**src/sv/xfp_pkg.sv**
```systemverilog
// Shared types and character constants for the XOR-checked frame parser.
package xfp_pkg;

	localparam logic [7:0] CH_DOLLAR   = 8'h24;
	localparam logic [7:0] CH_STAR     = 8'h2A;
	localparam logic [7:0] CH_NEWLINE  = 8'h0A;
	localparam logic [7:0] CH_NOTARGET = 8'h58;

	localparam logic [5:0]  BODY_LIMIT     = 6'd62;
	localparam logic [5:0]  BODY_COUNT_MAX = 6'd63;
	localparam logic [15:0] AGE_MAX        = 16'hFFFF;
	localparam logic [15:0] TIMEOUT_RESET  = 16'd200;
	localparam logic [5:0]  MAX_BODY_RESET = 6'd47;

	localparam int CFG_W = 16;

	typedef enum logic [0:0] {
		OP_BYTE = 1'b0,
		OP_TICK = 1'b1
	} op_t;

	typedef enum logic [0:0] {
		REG_TIMEOUT  = 1'b0,
		REG_MAX_BODY = 1'b1
	} reg_idx_t;

	typedef enum logic [1:0] {
		EV_NONE = 2'd0,
		EV_GOOD = 2'd1,
		EV_BAD  = 2'd2
	} event_t;

	typedef struct packed {
		logic [31:0] errors;
		logic [31:0] good;
		logic        stale;
		logic        valid;
		logic [7:0]  ttype;
	} status_t;

endpackage

```
**src/sv/xfp_frame.sv**
```systemverilog
// Frame parser: hunts for dollar, folds body XOR, collects hex checksum, grades the frame.
module xfp_frame (
	input  logic            clk,
	input  logic            arst_n,
	input  logic            en,
	input  logic [7:0]      byte_value,
	input  logic [5:0]      max_body_len,
	output xfp_pkg::event_t ev,
	output logic [7:0]      first_char
);
	import xfp_pkg::*;

	typedef enum logic [1:0] {
		PH_BODY = 2'd0,
		PH_STAR = 2'd1,
		PH_ONE  = 2'd2,
		PH_TWO  = 2'd3
	} phase_t;

	logic       in_frame_q;
	phase_t     phase_q;
	logic [7:0] xor_q;
	logic [5:0] count_q;
	logic [7:0] first_q;
	logic [7:0] hex_q;
	logic       stopped_q;

	logic       dig_ok;
	logic [3:0] dig_val;
	logic [5:0] limit;
	logic       len_ok;
	logic       is_dollar, is_nl, is_star;

	always_comb begin
		dig_ok  = 1'b1;
		dig_val = 4'd0;
		if (byte_value >= 8'h30 && byte_value <= 8'h39) begin
			dig_val = 4'(byte_value - 8'h30);
		end else if (byte_value >= 8'h41 && byte_value <= 8'h46) begin
			dig_val = 4'(byte_value - 8'h37);
		end else if (byte_value >= 8'h61 && byte_value <= 8'h66) begin
			dig_val = 4'(byte_value - 8'h57);
		end else begin
			dig_ok = 1'b0;
		end
	end

	assign is_dollar = (byte_value == CH_DOLLAR);
	assign is_nl     = (byte_value == CH_NEWLINE);
	assign is_star   = (byte_value == CH_STAR);
	assign limit     = (max_body_len > BODY_LIMIT) ? BODY_LIMIT : max_body_len;
	assign len_ok    = (count_q != 6'd0) && (count_q <= limit);

	// grade only on the newline that closes a frame with at least one digit
	always_comb begin
		ev = EV_NONE;
		if (en && in_frame_q && is_nl && phase_q[1] && len_ok) begin
			ev = (xor_q == hex_q) ? EV_GOOD : EV_BAD;
		end
	end

	always_ff @(posedge clk or negedge arst_n) begin
		if (!arst_n) begin
			in_frame_q <= 1'b0;
			phase_q    <= PH_BODY;
			xor_q      <= '0;
			count_q    <= '0;
			first_q    <= '0;
			hex_q      <= '0;
			stopped_q  <= 1'b0;
		end else if (en) begin
			if (!in_frame_q) begin
				if (is_dollar) begin
					in_frame_q <= 1'b1;
					phase_q    <= PH_BODY;
					xor_q      <= '0;
					count_q    <= '0;
					first_q    <= '0;
					hex_q      <= '0;
					stopped_q  <= 1'b0;
				end
			end else if (is_nl) begin
				in_frame_q <= 1'b0;
			end else if (phase_q == PH_BODY) begin
				if (is_star) begin
					phase_q <= PH_STAR;
				end else begin
					if (count_q == 6'd0) first_q <= byte_value;
					xor_q <= xor_q ^ byte_value;
					if (count_q != BODY_COUNT_MAX) count_q <= count_q + 6'd1;
				end
			end else if (!stopped_q && phase_q != PH_TWO) begin
				if (!dig_ok) begin
					stopped_q <= 1'b1;
				end else begin
					hex_q   <= {hex_q[3:0], dig_val};
					phase_q <= phase_t'(phase_q + 2'd1);
				end
			end
		end
	end

	// still holds the current frame's first body byte on its closing newline
	assign first_char = first_q;

endmodule

```
**src/sv/xfp_status.sv**
```systemverilog
// Latched target, age counter and frame counters; presents the post-beat status.
module xfp_status (
	input  logic             clk,
	input  logic             arst_n,
	input  logic             en,
	input  logic             is_tick,
	input  xfp_pkg::event_t  ev,
	input  logic [7:0]       first_char,
	input  logic [15:0]      timeout_ms,
	output xfp_pkg::status_t nxt
);
	import xfp_pkg::*;

	logic [7:0]  type_q, type_d;
	logic        valid_q, valid_d;
	logic [15:0] age_q, age_d;
	logic        ever_q, ever_d;
	logic [31:0] ok_q, ok_d;
	logic [31:0] err_q, err_d;

	always_comb begin
		type_d  = type_q;
		valid_d = valid_q;
		age_d   = age_q;
		ever_d  = ever_q;
		ok_d    = ok_q;
		err_d   = err_q;
		if (en) begin
			if (is_tick) begin
				if (age_q != AGE_MAX) age_d = age_q + 16'd1;
			end else if (ev == EV_GOOD) begin
				type_d  = first_char;
				valid_d = (first_char != CH_NOTARGET);
				age_d   = '0;
				ever_d  = 1'b1;
				ok_d    = ok_q + 32'd1;
			end else if (ev == EV_BAD) begin
				err_d = err_q + 32'd1;
			end
		end
		nxt.ttype  = type_d;
		nxt.valid  = valid_d;
		nxt.stale  = !ever_d || (age_d > timeout_ms);
		nxt.good   = ok_d;
		nxt.errors = err_d;
	end

	always_ff @(posedge clk or negedge arst_n) begin
		if (!arst_n) begin
			type_q  <= CH_NOTARGET;
			valid_q <= 1'b0;
			age_q   <= '0;
			ever_q  <= 1'b0;
			ok_q    <= '0;
			err_q   <= '0;
		end else begin
			type_q  <= type_d;
			valid_q <= valid_d;
			age_q   <= age_d;
			ever_q  <= ever_d;
			ok_q    <= ok_d;
			err_q   <= err_d;
		end
	end

	a_valid_matches_type: assert property (@(posedge clk) disable iff (!arst_n)
		valid_q == (type_q != CH_NOTARGET))
		else $error("target valid flag disagrees with latched type");

	a_err_count_step: assert property (@(posedge clk) disable iff (!arst_n)
		(en && !is_tick && ev == EV_BAD) |=> (err_q == $past(err_q) + 32'd1))
		else $error("checksum error count did not advance");

	a_good_clears_age: assert property (@(posedge clk) disable iff (!arst_n)
		(en && !is_tick && ev == EV_GOOD) |=> (age_q == 16'd0 && ever_q))
		else $error("good frame did not refresh age");

endmodule

```
**src/sv/xor_checked_frame_parser_unit.sv**
```systemverilog
// Top level: input beat register, parser and status update, result register.
//
//  channel  direction  beat fields (low bit up)
//  s_axis   in         tuser: op ; tdata: byte_value
//  m_axis   out        tuser: event_res ; tdata: target_type, target_valid,
//                      stale, good_frames, checksum_errors, zero fill
//  cfg      in         cfg_addr 0 timeout_ms, 1 max_body_len
//
// One beat per cycle sustained while m_tready is high; each beat passes through
// the input register and then lands in the result register.
// The parse and status update of a beat happens as it leaves the input register.
// Reset clears all parser and status state; no clearing pass.
// A stall holds both full registers; s_tready drops only when both are full.
module xor_checked_frame_parser_unit (
	input  logic        clk,
	input  logic        arst_n,
	input  logic        s_tvalid,
	output logic        s_tready,
	input  logic [7:0]  s_tdata,   // [7:0] byte_value
	input  logic        s_tuser,   // [0] op
	output logic        m_tvalid,
	input  logic        m_tready,
	output logic [79:0] m_tdata,   // [7:0] target_type, [8] target_valid, [9] stale,
	                               // [41:10] good_frames, [73:42] checksum_errors
	output logic [1:0]  m_tuser,   // [1:0] event_res
	input  logic        cfg_we,
	input  logic        cfg_addr,
	input  logic [15:0] cfg_wdata
);
	import xfp_pkg::*;

	logic [15:0] timeout_q;
	logic [5:0]  max_body_q;

	logic        valid_s1;
	logic [7:0]  byte_s1;
	logic        op_s1;
	logic        valid_s2;
	event_t      ev_s2;
	status_t     stat_s2;

	logic        adv, en;
	event_t      ev;
	status_t     stat_nxt;
	logic [7:0]  first_char;

	always_ff @(posedge clk or negedge arst_n) begin
		if (!arst_n) begin
			timeout_q  <= TIMEOUT_RESET;
			max_body_q <= MAX_BODY_RESET;
		end else if (cfg_we) begin
			unique case (reg_idx_t'(cfg_addr))
				REG_TIMEOUT:  timeout_q  <= cfg_wdata;
				REG_MAX_BODY: max_body_q <= cfg_wdata[5:0];
				default: ;
			endcase
		end
	end

	assign adv      = !valid_s2 || m_tready;
	assign en       = valid_s1 && adv;
	assign s_tready = !valid_s1 || adv;

	always_ff @(posedge clk or negedge arst_n) begin
		if (!arst_n) begin
			valid_s1 <= 1'b0;
			byte_s1  <= '0;
			op_s1    <= 1'b0;
		end else if (s_tready) begin
			valid_s1 <= s_tvalid;
			byte_s1  <= s_tdata;
			op_s1    <= s_tuser;
		end
	end

	xfp_frame u_frame (
		.clk          (clk),
		.arst_n       (arst_n),
		.en           (en && op_s1 == OP_BYTE),
		.byte_value   (byte_s1),
		.max_body_len (max_body_q),
		.ev           (ev),
		.first_char   (first_char)
	);

	xfp_status u_status (
		.clk        (clk),
		.arst_n     (arst_n),
		.en         (en),
		.is_tick    (op_s1 == OP_TICK),
		.ev         (ev),
		.first_char (first_char),
		.timeout_ms (timeout_q),
		.nxt        (stat_nxt)
	);

	always_ff @(posedge clk or negedge arst_n) begin
		if (!arst_n) begin
			valid_s2 <= 1'b0;
			ev_s2    <= EV_NONE;
			stat_s2  <= '{errors: '0, good: '0, stale: 1'b1, valid: 1'b0,
			              ttype: CH_NOTARGET};
		end else if (adv) begin
			valid_s2 <= valid_s1;
			if (valid_s1) begin
				ev_s2   <= ev;
				stat_s2 <= stat_nxt;
			end
		end
	end

	assign m_tvalid = valid_s2;
	assign m_tuser  = ev_s2;
	assign m_tdata  = {6'd0, stat_s2.errors, stat_s2.good, stat_s2.stale,
	                   stat_s2.valid, stat_s2.ttype};

	a_good_not_stale: assert property (@(posedge clk) disable iff (!arst_n)
		(valid_s2 && ev_s2 == EV_GOOD) |-> !stat_s2.stale)
		else $error("good frame reported as stale");

	a_beat_moves: assert property (@(posedge clk) disable iff (!arst_n)
		en |=> valid_s2)
		else $error("processed beat did not reach result register");

	a_good_count_step: assert property (@(posedge clk) disable iff (!arst_n)
		(en && ev == EV_GOOD) |=> (stat_s2.good == $past(stat_s2.good) + 32'd1))
		else $error("good frame count did not advance");

endmodule
```
**config.mk**
```make
export PLATFORM = sky130hd
export DESIGN_NAME = xor_checked_frame_parser_unit
export DESIGN_NICKNAME = d
export VERILOG_FILES = /design/src/sv/xfp_pkg.sv /design/src/sv/xfp_frame.sv /design/src/sv/xfp_status.sv /design/src/sv/xor_checked_frame_parser_unit.sv
export SDC_FILE = /design/constraint.sdc
export NUM_CORES = 1
export LEC_CHECK = 0
export ABC_CLOCK_PERIOD_IN_PS = 4500
export BUFFER_PORTS_ARGS = -buffer_cell sky130_fd_sc_hd__buf_2
export CORE_ASPECT_RATIO = 1.4
export CORE_UTILIZATION = 59
export DETAILED_ROUTE_END_ITERATION = 12
export GPL_TIMING_DRIVEN = 0
export PLACE_DENSITY = 0.82
export SYNTH_ARGS = -nofsm -noshare
export SYNTH_HDL_FRONTEND = slang
export SYNTH_SLANG_ARGS = --single-unit
```
**constraint.sdc**
```tcl
create_clock -name clk -period 4.5 [get_ports clk]
set_input_delay 0 -clock clk [delete_from_list [all_inputs] [get_ports clk]]
set_output_delay 0 -clock clk [all_outputs]
set_load 0.1 [all_outputs]
```
# Word level (Yosys, flattened, before mapping)
# Cells that the tools add are included.
[classes]
n_addsub = 8
magnitude_cmp = 9
n_eq_ne = 22
muxes = 66
bitwise_logic = 3
reduce_logical = 31
[ops]
columns = ["op", "n"]
rows = [
  ["$mux 32", 7],
  ["$mux 8", 18],
  ["$add 32x1->32 const B", 2],
  ["$mux 16", 4],
  ["$mux 6", 7],
  ["$reduce_and 6->1", 5],
  ["$ne 2x2->1 const B", 10],
  ["$mux 1", 18],
  ["$mux 2", 9],
  ["$add 16x1->16 const B", 1],
  ["$eq 8x6->1 const B", 2],
  ["$ge 8x7->1 const B", 2],
  ["$gt 16x16->1", 1],
  ["$le 8x7->1 const B", 2],
  ["$ne 16x16->1 const B", 1],
  ["$mux 4", 3],
  ["$logic_and 1x1->1", 11],
  ["$ne 3x3->1 const B", 3],
  ["$eq 8x4->1 const B", 1],
  ["$eq 8x8->1", 1],
  ["$ge 8x6->1 const B", 1],
  ["$le 8x6->1 const B", 1],
  ["$ne 8x7->1 const B", 1],
  ["$sub 4x3->4 const B", 2],
  ["other kinds (18)", 26],
]
[totals]
ff_bits = 233
input_bits = 31
elab_cells = 164

# Depth between registers and ports, before layout
# Gate-level depths: netlist (run 1).
[logic_depth]
depth_word = 15
depth_mapped = 18
depth_no_buf = 16

# Modules after synthesis
# A second synthesis (run 1) with hierarchy kept.
[hier_totals]
cells_unflattened = 894
area_unflattened_um2 = 10827.9
[modules_own_cells]
columns = ["mod", "n_inst", "cells_per_inst", "area_each_um2", "seq_area_each_um2"]
rows = [
  ["xfp_status", 1, 437, 4514.3, 2255.9],
  ["xor_checked_frame_parser_unit", 1, 243, 4202.8, 2742.6],
  ["xfp_frame", 1, 214, 2110.8, 850.8],
]

# Least setup slack after synthesis (run 1)
# OpenSTA, ideal clock, no wires.
[synth_path]
path_kind = "register to register"
start = "register valid_s2 (netlist: m_tvalid)"
end = "register stat_s2, in the netlist m_tdata[9]"
setup_time_ns = 0.096
arrival_ns = 3.519
required_ns = 4.404
setup_slack_ns = 0.885
stages_incl_launch_ff = 15
n_path_buf = 3
period_less_slack_ns = 3.615
cell_sequence = "dfrtp_1 > nor2b_1 > nor3_4 > nand3_4 > or3_4 > buf_6 > clkbuf_1 > clkbuf_1 > nand2_1 > mux2i_1 > ha_1 > or4_1 > o221ai_1 > a31o_2 > a31oi_1"
[synth_via]
elab_chain_len = 15
word_cells_on_any_way = 20
cone_classes = "order compare: 1; eq/ne: 1; mux: 7; reduce/logical: 11"
[synth_rtl]
columns = ["item", "line_no", "rtl"]
rows = [
  ["from (decl)", "xor_checked_frame_parser_unit.sv:38", "logic valid_s2;"],
  ["from (signal assigned)", "xor_checked_frame_parser_unit.sv:104", "valid_s2 <= valid_s1;"],
  ["$logic_not 1->1 *", "xor_checked_frame_parser_unit.sv:60", "assign adv = !valid_s2 || m_tready;"],
  ["$logic_or 1x1->1 *", "xor_checked_frame_parser_unit.sv:60", ""],
  ["$logic_and 1x1->1 *", "xor_checked_frame_parser_unit.sv:61", "assign en = valid_s1 && adv;"],
  ["$logic_and 1x1->1", "xor_checked_frame_parser_unit.sv:79", ".en (en && op_s1 == OP_BYTE),"],
  ["$logic_and 1x1->1 (4 in series)", "xfp_frame.sv:57", "if (en && in_frame_q && is_nl && phase_q[1] && len_ok) begin"],
  ["$mux 2", "xfp_frame.sv:57", ""],
  ["$eq 2x1->1", "xfp_status.sv:31", "end else if (ev == EV_GOOD) begin"],
  ["$mux 16", "xfp_status.sv:31", ""],
  ["$mux 16", "xfp_status.sv:29", "if (is_tick) begin"],
  ["$mux 16 *", "xfp_status.sv:28", "if (en) begin"],
  ["via u_status.age_d[5]", "xfp_status.sv:16", "logic [15:0] age_q, age_d;"],
  ["$gt 16x16->1 *", "xfp_status.sv:43", "nxt.stale = !ever_d || (age_d > timeout_ms);"],
  ["$logic_or 1x1->1 *", "xfp_status.sv:43", ""],
  ["to (signal assigned)", "xor_checked_frame_parser_unit.sv:101", "stat_s2 <= '{errors: '0, good: '0, stale: 1'b1, valid: 1'b0,"],
  ["to (signal assigned)", "xor_checked_frame_parser_unit.sv:107", "stat_s2 <= stat_nxt;"],
  ["to (decl)", "xor_checked_frame_parser_unit.sv:40", "status_t stat_s2;"],
]
# The timed path passes the listed nets; every way through them passes the cells marked *.
# A chain may end at the register's enable or synchronous reset.

# Final worst setup path (run 1)
[layout_path]
start = "register max_body_q[5]"
end = "register stat_s2, in the netlist m_tdata[9]"
[layout_via]
elab_chain_len = 12
word_cells_on_any_way = 16
cone_classes = "order compare: 3; eq/ne: 1; mux: 8; reduce/logical: 4"
[layout_rtl]
columns = ["item", "line_no", "rtl"]
rows = [
  ["from (decl)", "xor_checked_frame_parser_unit.sv:33", "logic [5:0] max_body_q;"],
  ["from (signal assigned)", "xor_checked_frame_parser_unit.sv:54", "REG_MAX_BODY: max_body_q <= cfg_wdata[5:0];"],
  ["$gt 6x6->1", "xfp_frame.sv:51", "assign limit = (max_body_len > BODY_LIMIT) ? BODY_LIMIT : max_body_len;"],
  ["$mux 6 *", "xfp_frame.sv:51", ""],
  ["$le 6x6->1 *", "xfp_frame.sv:52", "assign len_ok = (count_q != 6'd0) && (count_q <= limit);"],
  ["$logic_and 1x1->1 *", "xfp_frame.sv:52", ""],
  ["$logic_and 1x1->1 *", "xfp_frame.sv:57", ""],
  ["$mux 2 *", "xfp_frame.sv:57", ""],
  ["$eq 2x1->1 *", "xfp_status.sv:31", ""],
  ["$mux 16 *", "xfp_status.sv:31", ""],
  ["$mux 16 *", "xfp_status.sv:29", ""],
  ["$mux 16 *", "xfp_status.sv:28", ""],
  ["via u_status.age_d[1]", "xfp_status.sv:16", ""],
  ["$gt 16x16->1 *", "xfp_status.sv:43", ""],
  ["$logic_or 1x1->1 *", "xfp_status.sv:43", ""],
]
# Marked as above.

==> results.tsv, run 1 <==
stage	metric	value	unit
placement	gp_congestion	0.908	
setup_path	crit_path_cell_trace	nand3_1, o31a_1, ha_1, nand2_1, o32a_1, nor3_1, buf_2, nor2_1, ha_1, nor2b_1, o211ai_1, a21boi_0, o221ai_1, a31o_2, a31oi_1	
final_layout	fillers	1338	
power_and_ir_drop	ir_worst_vdd	0.309	mV
yosys	yosysUniqueCellTypes	70	
placement	dp.cells	1386	
yosys	synth_area_leaders	dfrtp_1 (48%), mux2_2 (7.3%), ha_1 (3.8%)	
cts	clock-sinks	233	
cts	root_buffer	clkbuf_16	
placement	dp_hpwl	18900	µm
cts	cts_buffers	23	
global_routing	grt-ovfl-total	0	
floorplanning	ios	115	
yosys	synth.avg_cell_area	11.0	µm²
yosys	synth_xor_area_frac	0.0529	
setup_path	critPathLaunchType	flip-flop	
sta	grt_setup_unrepaired	false	
setup_path	reg2reg_setup_slack	0.23	ns
power_and_ir_drop	power_switching	1.59	mW
yosys	ys_warn_count	0	
drt	dr.pass1.iters	5	
yosys	async_flop_share	1.00	
global_routing	grt_max_degree	108	
setup_path	endpoint_kind	flip-flop	
placement	portBuffers	108	
global_routing	grtUsageMet2	0.515	
power_and_ir_drop	p_int	3.59	mW
yosys	synthMuxAreaShare	0.0811	
yosys	synth_top_family_by_area	simple AND/OR/NAND/NOR gates	
power_and_ir_drop	p_comb_frac	0.192	
power_and_ir_drop	power_density	391	nW/µm²
final_layout	n_antenna_cell	0	
global_routing	antenna_found_initial	0	
setup_path	rr_worst_depth	15	
setup_path	crit_type	flip-flop to flip-flop	
final_layout	multi_input_area	5070	µm²
cts	clockBufferDepth	3	
floorplanning	fp.dieW	119	µm
floorplanning	fp-row-count	59	
yosys	synth_edf_count	0	
power_and_ir_drop	power_frac_seq	0.450	
setup_path	worstPathArrival	4.72	ns
sta	min_period	4.27	ns
sta	holdWs	0.0361	ns
floorplanning	start_util	0.605	
power_and_ir_drop	clkPwrFrac	0.358	
final_layout	layout.cells.non_filler	1457	
sta	slew_headroom	0.0539	
cts	clock_latency	0.52	ns
sta	timing.fmax	0.234	GHz
global_routing	met3_usage	0.0491	
floorplanning	dieArea	19600	µm²
setup_path	cp_max_fo	10	
global_routing	track_usage	0.289	
global_routing	grt_pass1_wl	44800	µm
sta	finClkSkew	0.0187	ns
sta	tightest_slew	1.41	ns
global_routing	gr-max-usage-layer	met2	
setup_path	required	4.95	ns
placement	dpl-instance-area	12200	µm²
floorplanning	core	18600	µm²
cts	htreeDepth	1	
yosys	yosysTopAreaCellShare	0.485	
final_layout	syn2layout_area_growth	17.6	%
yosys	synth_fa_ha_area_frac	0.0378	
run_status	outcome	completed	
drt	wl_per_cell	18.9	µm
drt	drt-total-wl	27500	µm
yosys	synthSimpleGateAreaFrac	0.191	
sta	finalHoldViolCount	0	
final_layout	post-route-util	0.711	
min_path	min_path_cells	3	
sta	layout_worst_path_cycle_share	0.949	
placement	dpl_worst_slack	-0.0264	ns
floorplanning	die_height	165	µm
global_routing	grt_pass1_vias	9054	
yosys	syn_area	11200	µm²
drt	viasPerCell	6.07	
setup_path	worstSetupPathDepth	15	
yosys	syn_inst	1027	
final_layout	final_nets	1263	
yosys	synth-seq-cells	233	
global_routing	grt_use_met1	0.335	
yosys	synth_top_cell_by_area	dfrtp_1	
cts	clkTransAtPathRegs	0.06	ns
setup_path	crit_family	compound AO/OA/AOI/OAI gates	
final_layout	drive_above_1_share	0.230	
power_and_ir_drop	switching_share	0.307	
final_layout	ff_latch_area	5850	µm²
min_path	hp-class	input pin to flip-flop	
final_layout	final_area	13200	µm²
drt	drtAntennaViolNets	0	
run	cap_violations	0	
yosys	synth-seq-area-share	0.520	
cts	cts_tree	yes	
drt	drt_iter0_markers	683	
sta	worst_slack	0.231	ns
setup_path	critPathMaxStageDelay	0.68	ns
yosys	synth_compound_area_frac	0.0858	
sta	setup_viol	0	
cts	cts_setup_buffers	0	
setup_path	crit_buf_inv	1	
setup_path	slowest_stage	nor3_1	
drt	num_vias	8843	
sta	slew_violations	0	
power_and_ir_drop	leakage	6.38	nW
yosys	synth_ff_type	dfrtp_1	
drt	drc	0	
setup_path	crit_top_cell	ha_1	
## layout by cell type, fill, tap and decap left out, types with 15 or more instances in the layout
cell type and instances:
dlygate4sd3_1 32, nand4_1 34, dfrtp_1 218, xnor2_1 32
and3_1 17, a21oi_1 23, clkbuf_1 32, a22o_1 23
nor2_1 62, dfstp_2 15, xor2_1 36, nor4_1 21
buf_2 115, o21ai_0 33, a31oi_1 25, mux2_2 73
clkbuf_16 23, inv_1 35, nor3_1 16, nand2_1 108
ha_1 34, nand3_1 39
## worst min-delay path: cells and delay by family
family | cells | cell delay [ns]
buffers and inverters | 1 | 0.12
multiplexers | 1 | 0.20
AND/OR/NAND/NOR | 1 | 0.20
## cell type report
cell class | instances | area share
clock buffers | 35 | 0.0499
multi-input cells | 717 | 0.383
flip-flops and latches | 233 | 0.442
well taps | 244 | 0.0231
clock inverters | 5 | 0.00407
plain buffers | 45 | 0.0165
repair buffers | 143 | 0.0715
inverters | 35 | 0.00993
## metal layers
metal,vias to the layer above,wire (µm)
met4,0,1230
met5,-,0
met1,4361,10700
met3,106,1590
met2,332,13900
li1,4044,-
## repair_timing
item	4_1_cts	5_1_grt
gates resized for setup	1	3
cloned	0	0
endpoints found under the setup margin	1	1
hold buffers	33	0
endpoints found under the hold margin	153	0
## state kept, by name, indices dropped and copies added (netlist names)
signal / count
m_tdata: 74
u_status.err_q: 32
u_status.ok_q: 32
timeout_q: 16
u_status.age_q: 16
byte_s1: 8
u_frame.first_char: 8
u_frame.hex_q: 8
u_frame.xor_q: 8
u_status.type_q: 8
max_body_q: 6
u_frame.count_q: 6
m_tuser: 2
u_frame.phase_q: 2
m_tvalid: 1
op_s1: 1
u_frame.in_frame_q: 1
u_frame.stopped_q: 1
u_status.ever_q: 1
u_status.valid_q: 1
valid_s1: 1
## synthesized netlist by cell type (8+ instances only)
| master | n |
|---|---|
| a21oi_1 | 23 |
| a22o_1 | 23 |
| a31oi_1 | 25 |
| and3_1 | 17 |
| and4_1 | 8 |
| buf_2 | 8 |
| clkbuf_1 | 28 |
| dfrtp_1 | 218 |
| dfstp_2 | 15 |
| ha_1 | 34 |
| inv_1 | 35 |
| mux2_2 | 73 |
| mux2i_1 | 9 |
| nand2_1 | 108 |
| nand3_1 | 39 |
| nand4_1 | 34 |
| nor2_1 | 62 |
| nor3_1 | 17 |
| nor4_1 | 21 |
| o21ai_0 | 33 |
| o31ai_1 | 9 |
| or3_1 | 11 |
| or4_1 | 12 |
| xnor2_1 | 32 |
| xor2_1 | 36 |
## power by group through the flow
| stage | Sequential [mW] | Combinational, mW | Clock (mW) |
|---|---|---|---|
| floorplan | 2.52 | 0.509 | 0 |
| global placement | 2.36 | 0.913 | 0 |
| detailed placement | 2.36 | 0.943 | 0 |
| CTS | 2.33 | 0.986 | 1.88 |
| global route | 2.34 | 1.08 | 1.95 |
| finish | 2.33 | 0.994 | 1.85 |
## metrics by stage
stage	total power [mW]	setup TNS, ns
2_1_floorplan	3.03	0
3_3_place_gp	3.27	-100.76
3_5_place_dp	3.31	-0.0264
4_1_cts	5.19	0
5_1_grt	5.37	0
6_report	5.18	0
## logic make-up (layout without fill, tap and decap cells)
| group | Yosys count | after routing |
|---|---|---|
| fa+ha+maj | 34 | 34 |
| flops | 233 | 233 |
| simple gates | 385 | 385 |
| other cells | 1 | 6 |
| compound gates | 142 | 142 |
| mux | 82 | 82 |
| buf+inv | 82 | 263 |
| xor+xnor | 68 | 68 |
## path summary, 6_finish.rpt
check / startpoint / endpoint
hold / removal: cfg_addr / max_body_q[2]
setup reg to reg: max_body_q[5] / m_tdata[9]
setup / recovery: max_body_q[5] / m_tdata[9]
min in group asynchronous: arst_n / timeout_q[6]
hold reg to reg: u_status.ever_q / u_status.ever_q
max in group asynchronous: arst_n / u_status.ok_q[0]
Power figures use the tool's default switching activity.
==> run 2: changes to the inputs <==
--- a/config.mk
+++ b/config.mk
@@ -6,10 +6,10 @@
 export NUM_CORES = 1
 export LEC_CHECK = 0
 export ABC_CLOCK_PERIOD_IN_PS = 4500
-export BUFFER_PORTS_ARGS = -buffer_cell sky130_fd_sc_hd__buf_2
 export CORE_ASPECT_RATIO = 1.4
-export CORE_UTILIZATION = 59
+export CORE_UTILIZATION = 64
 export DETAILED_ROUTE_END_ITERATION = 12
+export DONT_BUFFER_PORTS = 1
 export GPL_TIMING_DRIVEN = 0
 export PLACE_DENSITY = 0.82
 export SYNTH_ARGS = -nofsm -noshare
==> run 2 against run 1 <==
  * The run now ends with negative hold slack left
  * Worst setup slack better by 0.016 ns
  * Combinational power is 24% lower
  * Critical path type unchanged
  * Count of clock-buffer cells in the layout is 6 lower
  * Via count is 2.8% lower
  * Largest cell class unchanged
==> results.tsv, run 2 (synthesized netlist as in run 1, its figures left out) <==
stage	metric	value	unit	change
run_status	outcome	finished with violations		
run_status	violations	negative hold slack		
drt	drtAntennaViolNets	0		unchanged
setup_path	crit_type	flip-flop to flip-flop		
run	cap_violations	0		unchanged
setup_path	crit_path_cell_trace	nor2b_1, nor3_4, nand3_4, or3_4, buf_6, clkbuf_2, a21oi_1, mux2i_1, ha_1, o211ai_1, a21boi_0, o221ai_1, a31o_2, a31oi_1		
drt	drc	0		unchanged
sta	tightest_slew	1.31	ns	-0.110 ns
floorplanning	core	17300	µm²	-7.2%
sta	finalHoldViolCount	233		+233
setup_path	timing.rr.start	m_tvalid		
sta	worst_slack	0.247	ns	+0.0159 ns
cts	cts_tree	yes		
sta	slew_violations	0		unchanged
drt	drt-total-wl	27800	µm	+1.2%
placement	dp_hpwl	18200	µm	-3.9%
power_and_ir_drop	power_switching	1.61	mW	+1.6%
drt	viasPerCell	6.28		+3.4%
global_routing	grt_use_met1	0.380		+0.0448
placement	dpl_worst_slack	-0.0473	ns	-0.0209 ns
setup_path	rr_worst_depth	14		-1
drt	drt_iter0_markers	684		+0.15%
power_and_ir_drop	switching_share	0.304		-0.00240
drt	num_vias	8592		-2.8%
global_routing	antenna_found_initial	0		unchanged
final_layout	layout_commonest_cell	dfrtp_1		
cts	htreeDepth	1		unchanged
placement	portBuffers	0		-100%
cts	clockBufferDepth	3		unchanged
sta	setup_viol	0		unchanged
setup_path	worstReg2RegEnd	m_tdata[9]		
placement	dp.cells	1268		-8.5%
cts	root_buffer	clkbuf_16		
sta	finClkSkew	0.0249	ns	+0.00623 ns
floorplanning	ios	115		unchanged
drt	dr.pass1.iters	6		+1
cts	clock-sinks	233		unchanged
power_and_ir_drop	power_frac_seq	0.477		+0.027
setup_path	endpoint_kind	flip-flop		
sta	slew_headroom	0.127		+0.0734
final_layout	final_cell_mix	dfrtp_1 (218), nand2_1 (108), mux2_2 (73)		
final_layout	drive_above_1_share	0.159		-0.0711
power_and_ir_drop	power_density	409	nW/µm²	+4.5%
setup_path	crit_buf_inv	2		+1
setup_path	critPathLaunchType	flip-flop		
power_and_ir_drop	p_int	3.69	mW	+2.7%
placement	gp_congestion	0.945		+4.0%
floorplanning	fp-row-count	57		-3.4%
floorplanning	die_height	159	µm	-3.9%
global_routing	grt-ovfl-total	0		unchanged
sta	layout_worst_path_cycle_share	0.945		-0.00354
floorplanning	fp.dieW	114	µm	-3.9%
floorplanning	start_util	0.652		+0.0471
power_and_ir_drop	clkPwrFrac	0.379		+0.021
setup_path	worstPathArrival	4.71	ns	about the same
setup_path	slowest_stage	dfrtp_1		
final_layout	post-route-util	0.751		+0.0399
sta	holdWs	-0.820	ns	-0.856 ns
global_routing	grt_pass1_wl	45000	µm	+0.63%
global_routing	grtUsageMet2	0.550		+0.0350
power_and_ir_drop	p_comb_frac	0.143		-0.049
sta	timing.fmax	0.235	GHz	+0.38%
setup_path	required	4.96	ns	about the same
final_layout	n_antenna_cell	0		unchanged
global_routing	grt_max_degree	234		+120%
sta	grt_setup_unrepaired	false		
global_routing	track_usage	0.318		+0.0295
final_layout	syn2layout_area_growth	15.3	%	
setup_path	reg2reg_setup_slack	0.25	ns	+0.02 ns
cts	cts_setup_buffers	0		unchanged
floorplanning	dieArea	18100	µm²	-7.7%
min_path	hp-class	input pin to asynchronous set/reset pin		
power_and_ir_drop	leakage	5.98	nW	-6.3%
cts	clkTransAtPathRegs	0.06	ns	about the same
final_layout	layout.cells.non_filler	1369		-6.0%
final_layout	final_nets	1181		-6.5%
sta	min_period	4.25	ns	-0.0159 ns
global_routing	gr-max-usage-layer	met2		
cts	hold_buffers	61		+85%
power_and_ir_drop	ir_worst_vdd	0.309	mV	about the same
sta	finalSetupTns	0	ns	unchanged
cts	clock_latency	0.53	ns	about the same
setup_path	cp_max_fo	19		+9
global_routing	met3_usage	0.0515		+0.00242
cts	cts_buffers	23		unchanged
setup_path	critPathMaxStageDelay	0.75	ns	+0.07 ns
power_and_ir_drop	p_total	5.30	mW	+2.4%
global_routing	grt_pass1_vias	8915		-1.5%
setup_path	crit_family	simple AND/OR/NAND/NOR gates		
drt	wl_per_cell	20.3	µm	+7.7%
final_layout	largest_reg_flops	74		unchanged
## run 2: cell types whose count changed in the layout (fill, tap and decap cells not counted), moves of 2 or more
cell / change
buf_16: -2
buf_2: -107
bufinv_16: +2
clkbuf_1: -8
clkbuf_2: +2
clkinv_2: +6
dlygate4sd3_1: +29
## run 2: through the flow
stage / area (µm²) / hold WS, ns
3_5_place_dp: 11600 / -0.288
3_3_place_gp: 11600 / -0.289
6_report: 13000 / -0.820
2_1_floorplan: 11300 / -0.296
5_1_grt: 13000 / -0.833
4_1_cts: 13000 / -0.840
## run 2: power by group through the flow
stage | clock, mW | combinational, mW | sequential (mW)
after CTS | 2.01 | 0.720 | 2.52
after floorplan | 0 | 0.509 | 2.52
after global placement | 0 | 0.636 | 2.55
after global routing | 2.11 | 0.824 | 2.54
after detailed placement | 0 | 0.658 | 2.56
final | 2.01 | 0.759 | 2.53
## run 2: how the worst max path moves through the flow
stage,start,to,slack (ns),depth (start not counted)
2_1_floorplan,m_tvalid,m_tdata[9],0.88,14
3_3_place_gp,max_body_q[2],m_tdata[9],0.006,18
3_5_place_dp,max_body_q[2],m_tdata[9],-0.05,18
4_1_cts,max_body_q[2],m_tdata[9],0.08,18
5_1_grt,max_body_q[2],m_tdata[9],0.05,17
6_report,m_tvalid,m_tdata[9],0.25,14
## run 2: area by class of cell
type                    instances  area, µm²
flip-flops and latches        233       5850
multi-input cells             717       5080
fillers                      1106       4290
clock buffers                  29        638
repair buffers                 61        611
well taps                     236        295
plain buffers                  45        221
clock inverters                13        144
inverters                      35        131
## run 2: routing by layer
metal  part of all wire  wire length, µm
met1               0.37            10400
met2               0.51            14300
met3              0.065             1810
met4              0.047             1310
met5                  0                0
## run 2: what timing repair did
action / in CTS / in global routing
endpoints found under the setup margin: 1 / 1
endpoints found under the hold margin: 266 / 233
resized for setup: 2 / 5
==> run 3: changes to the inputs <==
--- a/config.mk
+++ b/config.mk
@@ -10,7 +10,7 @@
 export CORE_UTILIZATION = 64
 export DETAILED_ROUTE_END_ITERATION = 12
 export DONT_BUFFER_PORTS = 1
-export GPL_TIMING_DRIVEN = 0
+export HOLD_SLACK_MARGIN = 0.12
 export PLACE_DENSITY = 0.82
 export SYNTH_ARGS = -nofsm -noshare
 export SYNTH_HDL_FRONTEND = slang
==> run 3 against run 2 <==
  * Via count is 2.7% lower
  * Critical endpoint unchanged
  * Design area shrank 0.87%
  * Worst hold slack better by 0.011 ns
  * The run still ends with negative hold slack left
  * Utilization is 0.65 points lower
  * Largest cell class unchanged
  * Count of clock-buffer cells in the layout rose by 1
  * Sequential power hardly changed
  * Non-clock buffer count shrank 36
==> results.tsv, run 3 (synthesized netlist as in run 1, its figures left out) <==
stage	metric	value	unit	change
run_status	outcome	finished with violations		
run_status	violations	negative hold slack		
power_and_ir_drop	clkPwrFrac	0.391		+0.012
sta	grt_setup_unrepaired	false		
drt	drtAntennaViolNets	0		unchanged
placement	gp_congestion	0.894		-5.3%
placement	portBuffers	0		unchanged
setup_path	required	4.93	ns	-0.03 ns
final_layout	post-route-util	0.745		-0.00652
global_routing	grt_pass1_wl	43700	µm	-3.0%
cts	htreeDepth	1		unchanged
power_and_ir_drop	leakage	5.92	nW	-1.1%
cts	clock_latency	0.52	ns	about the same
cts	ctsResizeCount	0		-2
setup_path	crit_path_cell_trace	nand3_1, o31a_1, ha_1, nand2b_1, a21oi_1, o32a_1, or3_4, a21oi_1, nor3_1, ha_1, nand4_1, nor2_1, o221ai_1, a31o_2, a31oi_1		
final_layout	syn2layout_area_growth	14.3	%	
drt	drc	0		unchanged
sta	timing.fmax	0.250	GHz	+6.5%
global_routing	grt_pass1_vias	8640		-3.1%
power_and_ir_drop	ir_worst_vdd	0.431	mV	+39%
sta	holdWs	-0.809	ns	+0.0113 ns
cts	clockBufferDepth	3		unchanged
power_and_ir_drop	power_switching	1.57	mW	-2.9%
placement	dpl-instance-area	11400	µm²	-1.2%
power_and_ir_drop	p_int	3.75	mW	+1.8%
sta	min_period	3.99	ns	-0.258 ns
placement	dp.cells	1231		-2.9%
final_layout	layout.cells.non_filler	1333		-2.6%
power_and_ir_drop	power_density	414	nW/µm²	+1.2%
run	cap_violations	0		unchanged
floorplanning	ios	115		unchanged
cts	cts_buffers	23		unchanged
power_and_ir_drop	p_comb_frac	0.135		-0.008
final_layout	final_cell_mix	dfrtp_1 (218), nand2_1 (108), mux2_2 (73)		
cts	clock-sinks	233		unchanged
sta	worst_slack	0.506	ns	+0.258 ns
cts	clkTransAtPathRegs	0.06	ns	about the same
sta	tightest_slew	1.02	ns	-0.287 ns
setup_path	cp_max_fo	47		+28
floorplanning	core	17300	µm²	unchanged
cts	hold_buffers	60		-1.6%
final_layout	layout_commonest_cell	dfrtp_1		
placement	dp_hpwl	16700	µm	-8.3%
drt	drt_iter0_markers	701		+2.5%
setup_path	slowest_stage	dfstp_2		
drt	viasPerCell	6.27		-0.12%
floorplanning	die_height	159	µm	unchanged
power_and_ir_drop	power_frac_seq	0.474		-0.003
global_routing	grt_max_degree	234		unchanged
sta	finClkSkew	0.0136	ns	-0.0113 ns
sta	layout_worst_path_cycle_share	0.888		-0.0574
final_layout	final_area	12900	µm²	-0.87%
floorplanning	fp-row-count	57		unchanged
final_layout	n_antenna_cell	0		unchanged
setup_path	endpoint_kind	flip-flop		
floorplanning	dieArea	18100	µm²	unchanged
cts	cts_tree	yes		
global_routing	grt-ovfl-total	0		unchanged
floorplanning	fp.dieW	114	µm	unchanged
setup_path	worstPathArrival	4.43	ns	-0.28 ns
drt	wl_per_cell	19.9	µm	-2.0%
global_routing	antenna_found_initial	0		unchanged
global_routing	track_usage	0.304		-0.0144
sta	slew_violations	0		unchanged
power_and_ir_drop	p_total	5.32	mW	+0.36%
drt	num_vias	8356		-2.7%
floorplanning	start_util	0.652		unchanged
cts	root_buffer	clkbuf_16		
sta	setup_viol	0		unchanged
setup_path	critPathLaunchType	flip-flop		
sta	finalSetupTns	0	ns	unchanged
final_layout	fillers	1113		+0.63%
final_layout	drive_above_1_share	0.155		-0.00390
power_and_ir_drop	switching_share	0.295		-0.00985
drt	drt-total-wl	26500	µm	-4.6%
final_layout	largest_reg_flops	74		unchanged
sta	finalHoldViolCount	233		unchanged
cts	cts_setup_buffers	0		unchanged
sta	slew_headroom	0.318		+0.191
setup_path	crit_type	flip-flop to flip-flop		
setup_path	critPathMaxStageDelay	0.55	ns	-0.20 ns
final_layout	final_nets	1145		-3.0%
min_path	hp-class	input pin to asynchronous set/reset pin		
placement	dpl_worst_slack	0.730	ns	+0.778 ns
drt	dr.pass1.iters	5		-1
[run 3: cell count changes in the layout (fill, tap and decap cells not counted), sizes merged]
cell,delta
clkinvlp,+1
dlygate4sd3,-1
clkbuf,-25
bufinv,+1
buf,-9
inv,+1
clkinv,-4
[run 3: worst paths after layout]
path | slack, ns | cells past startpoint | end | start
min | -0.81 | 0 | u_status.ok_q[23] | arst_n
max | 0.51 | 15 | m_tdata[9] | max_body_q[5]
max in group asynchronous | 4.70 | 0 | u_status.ok_q[16] | arst_n
min in group clk | 0.15 | 2 | valid_s1 | s_tvalid
max reg2reg | 0.51 | 15 | m_tdata[9] | max_body_q[5]
min reg2reg | 0.49 | 1 | u_status.ok_q[12] | u_status.ok_q[12]
[run 3: metal layers]
layer,part of all wire,track usage,up-vias,wire [µm]
li1,-,-,3798,-
met1,0.39,0.381,4139,10300
met2,0.51,0.515,328,13600
met3,0.058,0.0515,91,1540
met4,0.043,0.129,0,1130
met5,0,0,-,0
[run 3: critical path: cells and delay by family (launching register included)]
family | cells | cell delay (ns)
adder cells (fa/ha/maj) | 2 | 0.40
AND/OR/NAND/NOR | 6 | 1.42
flip-flops | 1 | 0.55
AO/OA/AOI/OAI | 7 | 1.50
[run 3: cell type report]
| class | count | area, µm² | area share |
|---|---|---|---|
| tap | 236 | 295 | 0.0230 |
| clock inverter | 12 | 173 | 0.0134 |
| multi-input combinational | 717 | 5080 | 0.395 |
| inverter | 35 | 131 | 0.0102 |
| sequential | 233 | 5850 | 0.455 |
| timing repair buffer | 70 | 676 | 0.0526 |
| clock buffer | 30 | 652 | 0.0507 |
[run 3: power groups by stage]
stage	clock network, mW	registers (mW)	logic, mW
after floorplan	0	2.52	0.509
after global placement	0	2.55	0.608
after detailed placement	0	2.55	0.630
after CTS	2.10	2.51	0.691
after global routing	2.19	2.53	0.789
final	2.08	2.52	0.720
